<file path="config.mk">
export PLATFORM = sky130hd
export DESIGN_NAME = first_fit_block_allocator_core
export DESIGN_NICKNAME = d
export VERILOG_FILES = /design/src/rtl/fba_pkg.sv /design/src/rtl/fba_ctrl.sv /design/src/rtl/fba_dp.sv /design/src/rtl/first_fit_block_allocator_core.sv
export SDC_FILE = /design/constraint.sdc
export NUM_CORES = 2
export LEC_CHECK = 0
export ABC_CLOCK_PERIOD_IN_PS = 12900
export BUFFER_PORTS_ARGS = -buffer_cell sky130_fd_sc_hd__buf_2
export CAP_MARGIN = 10
export CORE_MARGIN = 10
export CORE_UTILIZATION = 55
export DETAILED_ROUTE_END_ITERATION = 7
export PLACE_DENSITY_LB_ADDON = 0.2
export SLEW_MARGIN = 20
export SYNTH_ARGS = -nofsm -noshare
export SYNTH_HDL_FRONTEND = slang
export SYNTH_HIERARCHICAL = 1
export SYNTH_SLANG_ARGS = --single-unit
</file>
<file path="constraint.sdc">
create_clock -name clk -period 12.9 [get_ports clk]
set_input_delay 1.935 -clock clk [delete_from_list [all_inputs] [get_ports clk]]
set_output_delay 1.935 -clock clk [all_outputs]
set_load 0.005 [all_outputs]
</file>
<file path="src/rtl/fba_pkg.sv">
// shared types and constants for the first-fit block allocator
package fba_pkg;

    localparam int FIELD_W   = 20;
    localparam int LIMIT_W   = 21;
    localparam int HEADER_W  = 8;
    localparam int CFG_W     = 21;
    localparam int CFG_IDX_W = 1;

    localparam logic [CFG_IDX_W-1:0] CFG_HEAP_LIMIT   = 1'b0;
    localparam logic [CFG_IDX_W-1:0] CFG_HEADER_BYTES = 1'b1;

    localparam logic [LIMIT_W-1:0]  HEAP_LIMIT_RST   = 21'd1048576;
    localparam logic [HEADER_W-1:0] HEADER_BYTES_RST = 8'd24;

    typedef enum logic {
        OP_ALLOC = 1'b0,
        OP_FREE  = 1'b1
    } fba_kind_t;

    typedef enum logic [2:0] {
        ST_OK             = 3'd0,
        ST_ZERO_SIZE      = 3'd1,
        ST_HEAP_EXHAUSTED = 3'd2,
        ST_TABLE_FULL     = 3'd3,
        ST_UNKNOWN_FREE   = 3'd4
    } fba_status_t;

    typedef struct packed {
        fba_kind_t          kind;
        logic [FIELD_W-1:0] request_size;
        logic [FIELD_W-1:0] release_address;
    } fba_in_t;

    typedef struct packed {
        logic [FIELD_W-1:0] data_address;
        fba_status_t        status;
    } fba_out_t;

    typedef enum logic [1:0] {
        S_IDLE,
        S_SCAN,
        S_APPEND,
        S_FINISH
    } fba_state_t;

    typedef enum logic [2:0] {
        RES_ZERO,
        RES_NULL,
        RES_HIT,
        RES_UNKNOWN,
        RES_APPEND
    } fba_res_t;

    typedef struct packed {
        logic     capture;
        logic     scan;
        logic     res_load;
        fba_res_t res_sel;
        logic     push;
    } fba_cmd_t;

    typedef struct packed {
        logic zero_req;
        logic null_free;
        logic free_op;
        logic hit;
        logic scan_done;
        logic out_busy;
    } fba_stat_t;

endpackage

</file>
<file path="src/rtl/fba_ctrl.sv">
// controller state machine for the first-fit block allocator
module fba_ctrl (
    input  logic              clk,
    input  logic              rst_n,
    input  logic              in_valid,
    output logic              in_ready,
    input  fba_pkg::fba_stat_t stat,
    output fba_pkg::fba_cmd_t  cmd
);
    import fba_pkg::*;

    fba_state_t state_reg;
    fba_state_t state_next;

    always_ff @(posedge clk or negedge rst_n)
    begin
        if (!rst_n)
        begin
            state_reg <= S_IDLE;
        end
        else
        begin
            state_reg <= state_next;
        end
    end

    always_comb
    begin
        state_next = state_reg;
        case (state_reg)
            S_IDLE:
            begin
                if (in_valid)
                begin
                    state_next = S_SCAN;
                end
            end
            S_SCAN:
            begin
                if (stat.zero_req || stat.null_free || stat.hit)
                begin
                    state_next = S_FINISH;
                end
                else if (stat.scan_done)
                begin
                    state_next = stat.free_op ? S_FINISH : S_APPEND;
                end
            end
            S_APPEND:
            begin
                state_next = S_FINISH;
            end
            S_FINISH:
            begin
                if (!stat.out_busy)
                begin
                    state_next = S_IDLE;
                end
            end
            default:
            begin
                state_next = S_IDLE;
            end
        endcase
    end

    always_comb
    begin
        in_ready     = 1'b0;
        cmd          = '0;
        cmd.res_sel  = RES_ZERO;
        case (state_reg)
            S_IDLE:
            begin
                in_ready    = 1'b1;
                cmd.capture = in_valid;
            end
            S_SCAN:
            begin
                cmd.scan = 1'b1;
                if (stat.zero_req)
                begin
                    cmd.res_load = 1'b1;
                    cmd.res_sel  = RES_ZERO;
                end
                else if (stat.null_free)
                begin
                    cmd.res_load = 1'b1;
                    cmd.res_sel  = RES_NULL;
                end
                else if (stat.hit)
                begin
                    cmd.res_load = 1'b1;
                    cmd.res_sel  = RES_HIT;
                end
                else if (stat.scan_done && stat.free_op)
                begin
                    cmd.res_load = 1'b1;
                    cmd.res_sel  = RES_UNKNOWN;
                end
            end
            S_APPEND:
            begin
                cmd.res_load = 1'b1;
                cmd.res_sel  = RES_APPEND;
            end
            S_FINISH:
            begin
                cmd.push = !stat.out_busy;
            end
            default:
            begin
                in_ready = 1'b0;
            end
        endcase
    end

endmodule

</file>
<file path="src/rtl/fba_dp.sv">
// datapath of the first-fit block allocator: block table, heap top, result registers
module fba_dp #(
    parameter int MAX_BLOCKS = 64,
    parameter int ADDR_BITS  = 20
) (
    input  logic                                clk,
    input  logic                                rst_n,
    input  logic                                cfg_write,
    input  logic [fba_pkg::CFG_IDX_W-1:0]       cfg_index,
    input  logic [fba_pkg::CFG_W-1:0]           cfg_data,
    input  fba_pkg::fba_in_t                    in_data,
    input  logic                                out_ready,
    output logic                                out_valid,
    output fba_pkg::fba_out_t                   out_data,
    input  fba_pkg::fba_cmd_t                   cmd,
    output fba_pkg::fba_stat_t                  stat
);
    import fba_pkg::*;

    localparam int IDX_W   = $clog2(MAX_BLOCKS);
    localparam int CNT_W   = $clog2(MAX_BLOCKS + 1);
    localparam int BASE_W  = (ADDR_BITS < LIMIT_W) ? ADDR_BITS : LIMIT_W;
    localparam int DA_W    = (ADDR_BITS < LIMIT_W + 1) ? ADDR_BITS : LIMIT_W + 1;
    localparam int CMP_W   = (DA_W > FIELD_W) ? DA_W : FIELD_W;
    localparam int ENTRY_W = 1 + FIELD_W + BASE_W;
    localparam int SUM_W   = LIMIT_W + 2;
    localparam logic [CNT_W-1:0] MAX_CNT = CNT_W'(MAX_BLOCKS);
    // address span, saturated where it lies above any heap_limit value
    localparam logic [LIMIT_W:0] SPAN_CAP = (ADDR_BITS > LIMIT_W) ?
        {(LIMIT_W + 1){1'b1}} : ((LIMIT_W + 1)'(1) << ADDR_BITS);

    // control registers
    logic [LIMIT_W-1:0]  heap_limit_reg, heap_limit_next;
    logic [HEADER_W-1:0] header_reg, header_next;
    logic [CNT_W-1:0]    count_reg, count_next;
    logic [LIMIT_W-1:0]  heap_top_reg, heap_top_next;
    logic [CNT_W-1:0]    idx_reg, idx_next;
    logic                rd_valid_reg, rd_valid_next;
    logic                out_valid_reg, out_valid_next;

    // payload registers
    fba_in_t             req_reg, req_next;
    logic [IDX_W-1:0]    rd_idx_reg, rd_idx_next;
    fba_out_t            res_reg, res_next;
    fba_out_t            out_reg, out_next;

    // block table
    logic [ENTRY_W-1:0]  table_mem [MAX_BLOCKS];
    logic [ENTRY_W-1:0]  rd_q;
    logic                rd_en;
    logic                mem_we;
    logic [IDX_W-1:0]    mem_waddr;
    logic [ENTRY_W-1:0]  mem_wdata;

    logic                q_free;
    logic [FIELD_W-1:0]  q_len;
    logic [BASE_W-1:0]   q_base;
    logic [SUM_W-1:0]    hit_sum;
    logic [DA_W-1:0]     hit_da;
    logic                match_alloc;
    logic                match_free;

    logic [SUM_W-1:0]    need;
    logic [LIMIT_W:0]    limit_ext;
    logic [LIMIT_W:0]    eff_limit;
    logic                exhausted;
    logic                full;
    logic [BASE_W-1:0]   new_base;
    logic [SUM_W-1:0]    new_sum;
    logic [DA_W-1:0]     new_da;

    always_ff @(posedge clk)
    begin
        if (mem_we)
        begin
            table_mem[mem_waddr] <= mem_wdata;
        end
        if (rd_en)
        begin
            rd_q <= table_mem[idx_reg[IDX_W-1:0]];
        end
    end

    assign rd_en  = cmd.scan && (idx_reg < count_reg);
    assign q_free = rd_q[ENTRY_W-1];
    assign q_len  = rd_q[FIELD_W+BASE_W-1:BASE_W];
    assign q_base = rd_q[BASE_W-1:0];

    // data address of the entry under test, wrapped to the address span
    assign hit_sum     = SUM_W'(q_base) + SUM_W'(header_reg);
    assign hit_da      = hit_sum[DA_W-1:0];
    assign match_alloc = q_free && (q_len >= req_reg.request_size);
    assign match_free  = CMP_W'(hit_da) == CMP_W'(req_reg.release_address);

    // append check against the effective heap limit
    assign need      = SUM_W'(heap_top_reg) + SUM_W'(header_reg) + SUM_W'(req_reg.request_size);
    assign limit_ext = (LIMIT_W + 1)'(heap_limit_reg);
    assign eff_limit = (limit_ext < SPAN_CAP) ? limit_ext : SPAN_CAP;
    assign exhausted = need > SUM_W'(eff_limit);
    assign full      = count_reg >= MAX_CNT;
    assign new_base  = BASE_W'(heap_top_reg);
    assign new_sum   = SUM_W'(new_base) + SUM_W'(header_reg);
    assign new_da    = new_sum[DA_W-1:0];

    always_comb
    begin
        stat.zero_req  = (req_reg.kind == OP_ALLOC) && (req_reg.request_size == '0);
        stat.null_free = (req_reg.kind == OP_FREE) && (req_reg.release_address == '0);
        stat.free_op   = req_reg.kind == OP_FREE;
        stat.hit       = rd_valid_reg && ((req_reg.kind == OP_FREE) ? match_free : match_alloc);
        stat.scan_done = !rd_valid_reg && (idx_reg >= count_reg);
        stat.out_busy  = out_valid_reg && !out_ready;
    end

    always_comb
    begin
        heap_limit_next = heap_limit_reg;
        header_next     = header_reg;
        count_next      = count_reg;
        heap_top_next   = heap_top_reg;
        idx_next        = idx_reg;
        rd_valid_next   = rd_en;
        rd_idx_next     = rd_idx_reg;
        req_next        = req_reg;
        res_next        = res_reg;
        out_next        = out_reg;
        out_valid_next  = out_valid_reg;
        mem_we          = 1'b0;
        mem_waddr       = rd_idx_reg;
        mem_wdata       = {stat.free_op, q_len, q_base};

        if (cfg_write)
        begin
            case (cfg_index)
                CFG_HEAP_LIMIT:   heap_limit_next = cfg_data[LIMIT_W-1:0];
                CFG_HEADER_BYTES: header_next     = cfg_data[HEADER_W-1:0];
                default:          header_next     = header_reg;
            endcase
        end

        if (cmd.capture)
        begin
            req_next      = in_data;
            idx_next      = '0;
            rd_valid_next = 1'b0;
        end
        else if (rd_en)
        begin
            idx_next    = idx_reg + CNT_W'(1);
            rd_idx_next = idx_reg[IDX_W-1:0];
        end

        if (cmd.res_load)
        begin
            res_next.data_address = '0;
            res_next.status       = ST_OK;
            case (cmd.res_sel)
                RES_ZERO:    res_next.status = ST_ZERO_SIZE;
                RES_NULL:    res_next.status = ST_OK;
                RES_HIT:
                begin
                    // mark used on allocate, free on release; length and base kept
                    mem_we = 1'b1;
                    if (!stat.free_op)
                    begin
                        res_next.data_address = FIELD_W'(hit_da);
                    end
                end
                RES_UNKNOWN: res_next.status = ST_UNKNOWN_FREE;
                RES_APPEND:
                begin
                    if (exhausted)
                    begin
                        res_next.status = ST_HEAP_EXHAUSTED;
                    end
                    else if (full)
                    begin
                        res_next.status = ST_TABLE_FULL;
                    end
                    else
                    begin
                        mem_we                = 1'b1;
                        mem_waddr             = count_reg[IDX_W-1:0];
                        mem_wdata             = {1'b0, req_reg.request_size, new_base};
                        count_next            = count_reg + CNT_W'(1);
                        heap_top_next         = need[LIMIT_W-1:0];
                        res_next.data_address = FIELD_W'(new_da);
                    end
                end
                default:     res_next.status = ST_OK;
            endcase
        end

        if (cmd.push)
        begin
            out_next       = res_reg;
            out_valid_next = 1'b1;
        end
        else if (out_ready)
        begin
            out_valid_next = 1'b0;
        end
    end

    always_ff @(posedge clk or negedge rst_n)
    begin
        if (!rst_n)
        begin
            heap_limit_reg <= HEAP_LIMIT_RST;
            header_reg     <= HEADER_BYTES_RST;
            count_reg      <= '0;
            heap_top_reg   <= '0;
            idx_reg        <= '0;
            rd_valid_reg   <= 1'b0;
            out_valid_reg  <= 1'b0;
        end
        else
        begin
            heap_limit_reg <= heap_limit_next;
            header_reg     <= header_next;
            count_reg      <= count_next;
            heap_top_reg   <= heap_top_next;
            idx_reg        <= idx_next;
            rd_valid_reg   <= rd_valid_next;
            out_valid_reg  <= out_valid_next;
        end
    end

    always_ff @(posedge clk)
    begin
        req_reg    <= req_next;
        rd_idx_reg <= rd_idx_next;
        res_reg    <= res_next;
        out_reg    <= out_next;
    end

    assign out_valid = out_valid_reg;
    assign out_data  = out_reg;

endmodule

</file>
<file path="src/rtl/first_fit_block_allocator_core.sv">
// top level of the first-fit block allocator
//
// usage:
//   input channel in_valid/in_ready/in_data carries one request per transaction:
//   kind selects allocate or free, request_size and release_address are the operands
//   output channel out_valid/out_ready/out_data returns exactly one result per request:
//   data_address (0 unless an allocate succeeded) and a status code
//   cfg_write/cfg_index/cfg_data set heap_limit (index 0) and header_bytes (index 1);
//   write them only while no request is in flight
// timing:
//   one request at a time; the table is scanned one entry per cycle through the
//   registered read port of the block table memory
//   a hit ends the scan at the matching entry; a miss scans every entry, then an
//   allocate goes through the append check before the output load
//   zero-size allocates and null frees end the scan before any entry is checked
// reset:
//   rst_n clears the block count, heap top and handshake state and restores the
//   register defaults; table contents are not cleared, entries past the count are unused
// back-pressure:
//   a result waits in the output register while out_ready is low; the next request
//   is still accepted, but its result waits until the previous one is taken
module first_fit_block_allocator_core #(
    parameter int MAX_BLOCKS = 64,
    parameter int ADDR_BITS  = 20
) (
    input  logic                          clk,
    input  logic                          rst_n,
    input  logic                          in_valid,
    output logic                          in_ready,
    input  fba_pkg::fba_in_t              in_data,
    output logic                          out_valid,
    input  logic                          out_ready,
    output fba_pkg::fba_out_t             out_data,
    input  logic                          cfg_write,
    input  logic [fba_pkg::CFG_IDX_W-1:0] cfg_index,
    input  logic [fba_pkg::CFG_W-1:0]     cfg_data
);
    import fba_pkg::*;

    // command and status between sequencer and datapath
    fba_cmd_t  cmd;
    fba_stat_t stat;

    // sequencer: idle, scan, append check, output load
    fba_ctrl u_ctrl (
        .clk      (clk),
        .rst_n    (rst_n),
        .in_valid (in_valid),
        .in_ready (in_ready),
        .stat     (stat),
        .cmd      (cmd)
    );

    // block table, heap top, config registers and output register
    fba_dp #(
        .MAX_BLOCKS (MAX_BLOCKS),
        .ADDR_BITS  (ADDR_BITS)
    ) u_dp (
        .clk       (clk),
        .rst_n     (rst_n),
        .cfg_write (cfg_write),
        .cfg_index (cfg_index),
        .cfg_data  (cfg_data),
        .in_data   (in_data),
        .out_ready (out_ready),
        .out_valid (out_valid),
        .out_data  (out_data),
        .cmd       (cmd),
        .stat      (stat)
    );

endmodule

</file>
Yosys cells after proc, flatten, opt, wreduce, memory -nomap -nowiden
Memory sizes are Yosys's and may differ from the RTL's. A register that Yosys moved wholly into a read port is not among the register bits.
Cells that the tools add are included.

operators by class
  equal/unequal tests = 10
  $lt $le $gt $ge = 6
  add/sub/neg operators = 6
  bitwise logic cells = 5
  reduce and logical (&&, ||, !) cells = 24
  multiplexer cells = 43

operators with widths
  operator              count
  $mux 41               4
  $mux 20               3
  $add 20x8->20         2
  $logic_not 20->1      2
  $pmux 20 s2           1
  $mux 6                4
  $add 23x20->23        1
  $gt 23x22->1          1
  $add 21x8->22         1
  $lt 21x21->1 const B  1
  $mux 21               1
  $eq 20x20->1          1
  $ge 20x20->1          1
  $mux 4                4
  $add 7x1->7 const B   2
  $mux 1                14
  $mux 7                2
  $mux 2                5
  $pmux 3 s3            1
  $logic_and 1x1->1     8
  $pmux 2 s4            1
  $pmux 4 s2            1
  $ge 7x7->1            1
  $ge 7x7->1 const B    1
  other kinds (18)      31

storage, ports and cells
  word-level logic and storage cells = 111
  input bits = 68
  output and inout port bits = 25
  RAM bits = 2624
  memories = 1
  register bits after elaboration = 161

memory list
  name            words  bits a word  rd ports  clocked after memory_dff  wr ports  RTL line      source
  u_dp.table_mem  64     41           1         1                         1         fba_dp.sv:48  logic [ENTRY_W-1:0] table_mem [MAX_BLOCKS];

Depth between registers and ports, before layout
  depth in word-level cells = 13
  gate-level depth with buffers = 31
  gate-level depth less buffers = 28

Cells and area by module
The synthesis kept the hierarchy.

by module, submodules not included
  module    sequential area each (sq um)  cells an instance  area each (sq um)  times used
  fba_dp    84474.8                       4867               111662.1           1
  fba_ctrl  50.0                          32                 276.5              1

Worst setup path before layout
Ideal clock, no wire load.

  kind = reg2reg
  start point = register u_dp.header_reg[0]
  end point = memory u_dp/table_mem[40][0] in the netlist's numbering (enable)
  path buffers = 3
  clock period less this slack = 9400 ps
  required time = 12396 ps
  stages on the path, launching flop included = 31
  setup slack = 3500 ps
  arrival = 8896 ps
  library setup time = 504 ps
  cells stage by stage = dfrtp_1 ha_1 inv_1 fa_1 nor2b_1 o21ai_1 a21oi_1 o211ai_1 a21oi_1 and3_1 xor2_1 ha_1 nand2_1 nor2_1 a221oi_1 o211ai_1 and2_1 o21a_1 nor2_1 xnor2_1 ha_1 nand4_1 or4_1 or4_1 o21ai_1 o211a_1 buf_2 nand2_2 buf_6 buf_4 o32ai_1

on the way
  elaborated cells between the ends (all ways) = 21
  classes of those cells = add/sub (3); order compare (1); eq/ne (3); mux (13); reduce/logical (1)

RTL lines
  what                          RTL line       source
  start, declared               fba_dp.sv:34   logic [HEADER_W-1:0] header_reg, header_next;
  start signal, assigned        fba_dp.sv:220  header_reg <= header_next;
  $add 21x8->22 *               fba_dp.sv:96   assign need = SUM_W'(heap_top_reg) + SUM_W'(header_reg) + SUM_W'(req_reg.request_size);
  $add 23x20->23 *              fba_dp.sv:96
  via u_dp.need[17]             fba_dp.sv:63   logic [SUM_W-1:0] need;
  $gt 23x22->1 *                fba_dp.sv:99   assign exhausted = need > SUM_W'(eff_limit);
  $mux 1                        fba_dp.sv:172  if (exhausted)
  $pmux 1 s2                    fba_dp.sv:157  case (cmd.res_sel)
  $mux 1                        fba_dp.sv:153  if (cmd.res_load)
  $mux 1                        fba_dp.sv:74   if (mem_we)
  $mux 1 (not written as such)  fba_dp.sv:76   table_mem[mem_waddr] <= mem_wdata;
  end, declared                 fba_dp.sv:48

Mark *: on every way through the listed nets, which the timed path passes. The rest lies on a longest branch.

Final worst setup path
  start point = register u_dp.header_reg[0]
  end point = memory u_dp/table_mem[61][3] in the netlist's numbering (enable)

Same word-level chain as after synthesis.

==> qor.csv <==
metric,value,unit
first-pass GRT wire length,398000,µm
Synth Flop Type,edfxtp_1,
Gate power share,0.259,
largest family of logic cells by synthesized area,multiplexers,
Leakage,39.0,nW
Cell Rows,165,
RR Endpoint,u_dp/table_mem[61][3],
synthesized area,112000,µm²
average wire per standard cell,34.3,µm
Tot GR Track Use,0.249,
Max Transition Viols Final,0,
worst stage delay on the critical path,1.07,ns
sequential share of power,0.443,
slowest CP cell,o32ai_4,
Hold Path Origin,u_dp/res_reg[9],
max_cap viols,0,
clk_lat worst skew,0.96,ns
Tot Pwr,27.1,mW
Switching Share,0.296,
DR vias,53600,
Syn Nets,5065,
"commonest non-fill, non-tap cell in the layout",edfxtp_1,
Critical Path Sink,u_dp/table_mem[61][3],
Worst-Margin Slew,1.16,ns
Top Usage Layer GRT,met2,
Vias/cell,6.64,
vias in the first global route,53700,
Core ar.,202000,µm²
die extent in y,471,µm
register area share after synthesis,0.755,
Slew Limit Headroom,0.226,
Psw,8.02,mW
Syn Inst Count,4899,
internal power,19.1,mW
final-report setup violation count,0,
adder-cell share of the synthesized area,0.0112,
max reg flops,2624,
Worst EP arrival,10.43,ns
asr flop ratio synth,0.0241,
met2 GRT Util,0.376,
clk buf depth,4,
top achievable clock speed,0.101,GHz
# IOs,93,
CP Launch Point,u_dp/header_reg[0],
Pwr Density,215,nW/µm²
number of synthesized flops with an enable pin,2758,
routability-driven placement congestion ratio,0.894,
Post-CTS Setup Bufs,0,
Post-Synth XOR/XNOR Area,0.00691,
clock share of power,0.298,
hpwl dp,157000,µm
Reg2Reg Depth,29,
Detail Route Antenna Nets,0,
M3 GR Usage,0.0824,
Tcrit/Tclk final,0.766,
die area,222000,µm²
met1 GRT Util,0.355,
Synth Area in Simple Gates,0.0163,
Post-Route WL,277000,µm
Initial DRC Count,6445,
Setup Crit Path Kind,reg2reg,
chip width,471,µm
crit end category,register,
"CTS clk-pin slew, worst paths",0.06,ns
H-tree level count,5,
post-synthesis mux area share,0.183,
status,completed,
CTS tree,built,
WP data required,13.45,ns
share of post-route cells with drive strength above 1,0.310,
Synthesis Warnings,6,
Initial DRT Pass Iterations,8,
CP Max Fanout,53,
CTS resizes,0,
DRC Markers,0,
reg-to-reg critical path startpoint,u_dp/header_reg[0],
largest net degree at the start of global routing,135,
Layout Nets,5352,
Initial Util,0.553,
Peak VDD IR,0.141,mV
reg-to-reg setup timing slack,3.02,ns
synthesis-stage register bit count,2826,
synth unique cells,81,
final hold vios,0,
most frequent cells in the layout,"edfxtp_1, mux4_2, clkbuf_16, buf_4, ha_1",
initial antenna violation count,21,
input/output buffers,92,
hold_buf cts,0,
Avg Inst Size Synth,22.8,µm²
remaining global-route overflow,0,
Setup TNS,0,ns
Startpoint Class,register,
Worst Hold Class,reg2reg,
TritonCTS buffer count,294,
Final min period,9.88,ns
area delta synth->final,12.7,%
unrepaired setup endpoints after global routing,false,
Final Skew,0.0564,ns
complex-gate fraction of the synthesized area,0.0168,
clock sink total,2826,
CTS root buf,clkbuf_16,
[layout make-up]
| cell class | count | area [µm²] |
|---|---|---|
| inverter | 58 | 218 |
| timing repair buffer | 239 | 1640 |
| tap | 2672 | 3340 |
| multi-input combinational | 1767 | 27300 |
| clock inverter | 152 | 1330 |
| antenna | 6 | 15.0 |
| sequential | 2826 | 84500 |
| fill | 13500 | 76200 |
| clock buffer | 357 | 7730 |
[cell families after synthesis]
kind of cell,after synthesis
adders and majority gates,98
and+or+nand+nor,368
buffers and inverters,306
AOI/OAI and AO/OA,260
DFF,2826
muxes,956
xor gates and xnor gates,85
[power by group through the flow]
stage	logic [mW]	registers, mW	clock network [mW]
6_report	7.01	12.0	8.08
5_1_grt	7.54	12.0	8.59
4_1_cts	7.01	12.0	8.23
3_5_place_dp	6.99	12.2	0
3_3_place_gp	6.87	12.2	0
2_1_floorplan	4.62	12.0	0
[metal layers]
metal	up-vias	part of all wire
met5	-	0.000090
met4	4	0.026
met3	424	0.12
met2	2746	0.46
met1	28900	0.40
li1	21600	-
[metrics by stage]
step	cell area [µm²]	worst slack, ns	utilization	hold WS, ns	std cells
2_1_floorplan	112000	3.50	-	0.400	4899
3_3_place_gp	117000	3.25	0.578	0.401	7561
3_5_place_dp	117000	3.16	0.578	0.405	7561
4_1_cts	126000	3.02	0.623	0.417	8070
5_1_grt	126000	2.65	0.623	0.422	8072
6_report	126000	3.02	0.623	0.416	8077
[cells in the mapped netlist, types with 6 or more instances]
| cell | number | area share |
|---|---|---|
| a211oi_1 | 8 | 0.00054 |
| a21o_1 | 25 | 0.0017 |
| a21oi_1 | 50 | 0.0022 |
| a22oi_1 | 14 | 0.00094 |
| a31oi_1 | 6 | 0.00034 |
| a41o_1 | 10 | 0.00089 |
| and2_1 | 8 | 0.00045 |
| and3_1 | 9 | 0.00050 |
| buf_1 | 58 | 0.0019 |
| buf_2 | 9 | 0.00040 |
| clkbuf_1 | 171 | 0.0057 |
| dfrtp_1 | 65 | 0.015 |
| edfxtp_1 | 2758 | 0.74 |
| ha_1 | 95 | 0.011 |
| inv_1 | 57 | 0.0019 |
| mux2_1 | 9 | 0.00091 |
| mux2_2 | 80 | 0.0080 |
| mux4_2 | 862 | 0.17 |
| nand2_1 | 88 | 0.0030 |
| nand2b_1 | 12 | 0.00067 |
| nand3_1 | 46 | 0.0021 |
| nand4_1 | 27 | 0.0015 |
| nor2_1 | 88 | 0.0030 |
| nor2b_1 | 15 | 0.00084 |
| nor3_1 | 21 | 0.00094 |
| nor4_1 | 13 | 0.00073 |
| o211ai_1 | 6 | 0.00040 |
| o21a_1 | 11 | 0.00074 |
| o21ai_0 | 34 | 0.0015 |
| o21bai_1 | 6 | 0.00040 |
| o22ai_1 | 8 | 0.00045 |
| o32ai_1 | 43 | 0.0034 |
| or2_2 | 10 | 0.00056 |
| or3_1 | 7 | 0.00039 |
| xnor2_1 | 50 | 0.0039 |
| xor2_1 | 33 | 0.0026 |
[worst max-delay path: cells and delay by family, from the launching register on]
family,cells,cell delay [ns]
adder cells (fa/ha/maj),4,1.21
XOR/XNOR,1,0.20
AND/OR/NAND/NOR,9,2.20
AO/OA/AOI/OAI,11,3.58
buffers and inverters,4,1.72
flip-flops,1,0.37
[how the worst min path moves through the flow]
stage | endpoint | slack (ns) | cells after the start
2_1_floorplan | u_dp/out_data[0] | 0.40 | 0
3_3_place_gp | u_dp/out_data[14] | 0.40 | 0
5_1_grt | u_dp/out_data[4] | 0.42 | 0
6_report | u_dp/out_data[9] | 0.42 | 0
3_5_place_dp | u_dp/out_data[9] | 0.40 | 0
4_1_cts | u_dp/out_data[9] | 0.42 | 0
(Power assumes the default switching activity.)
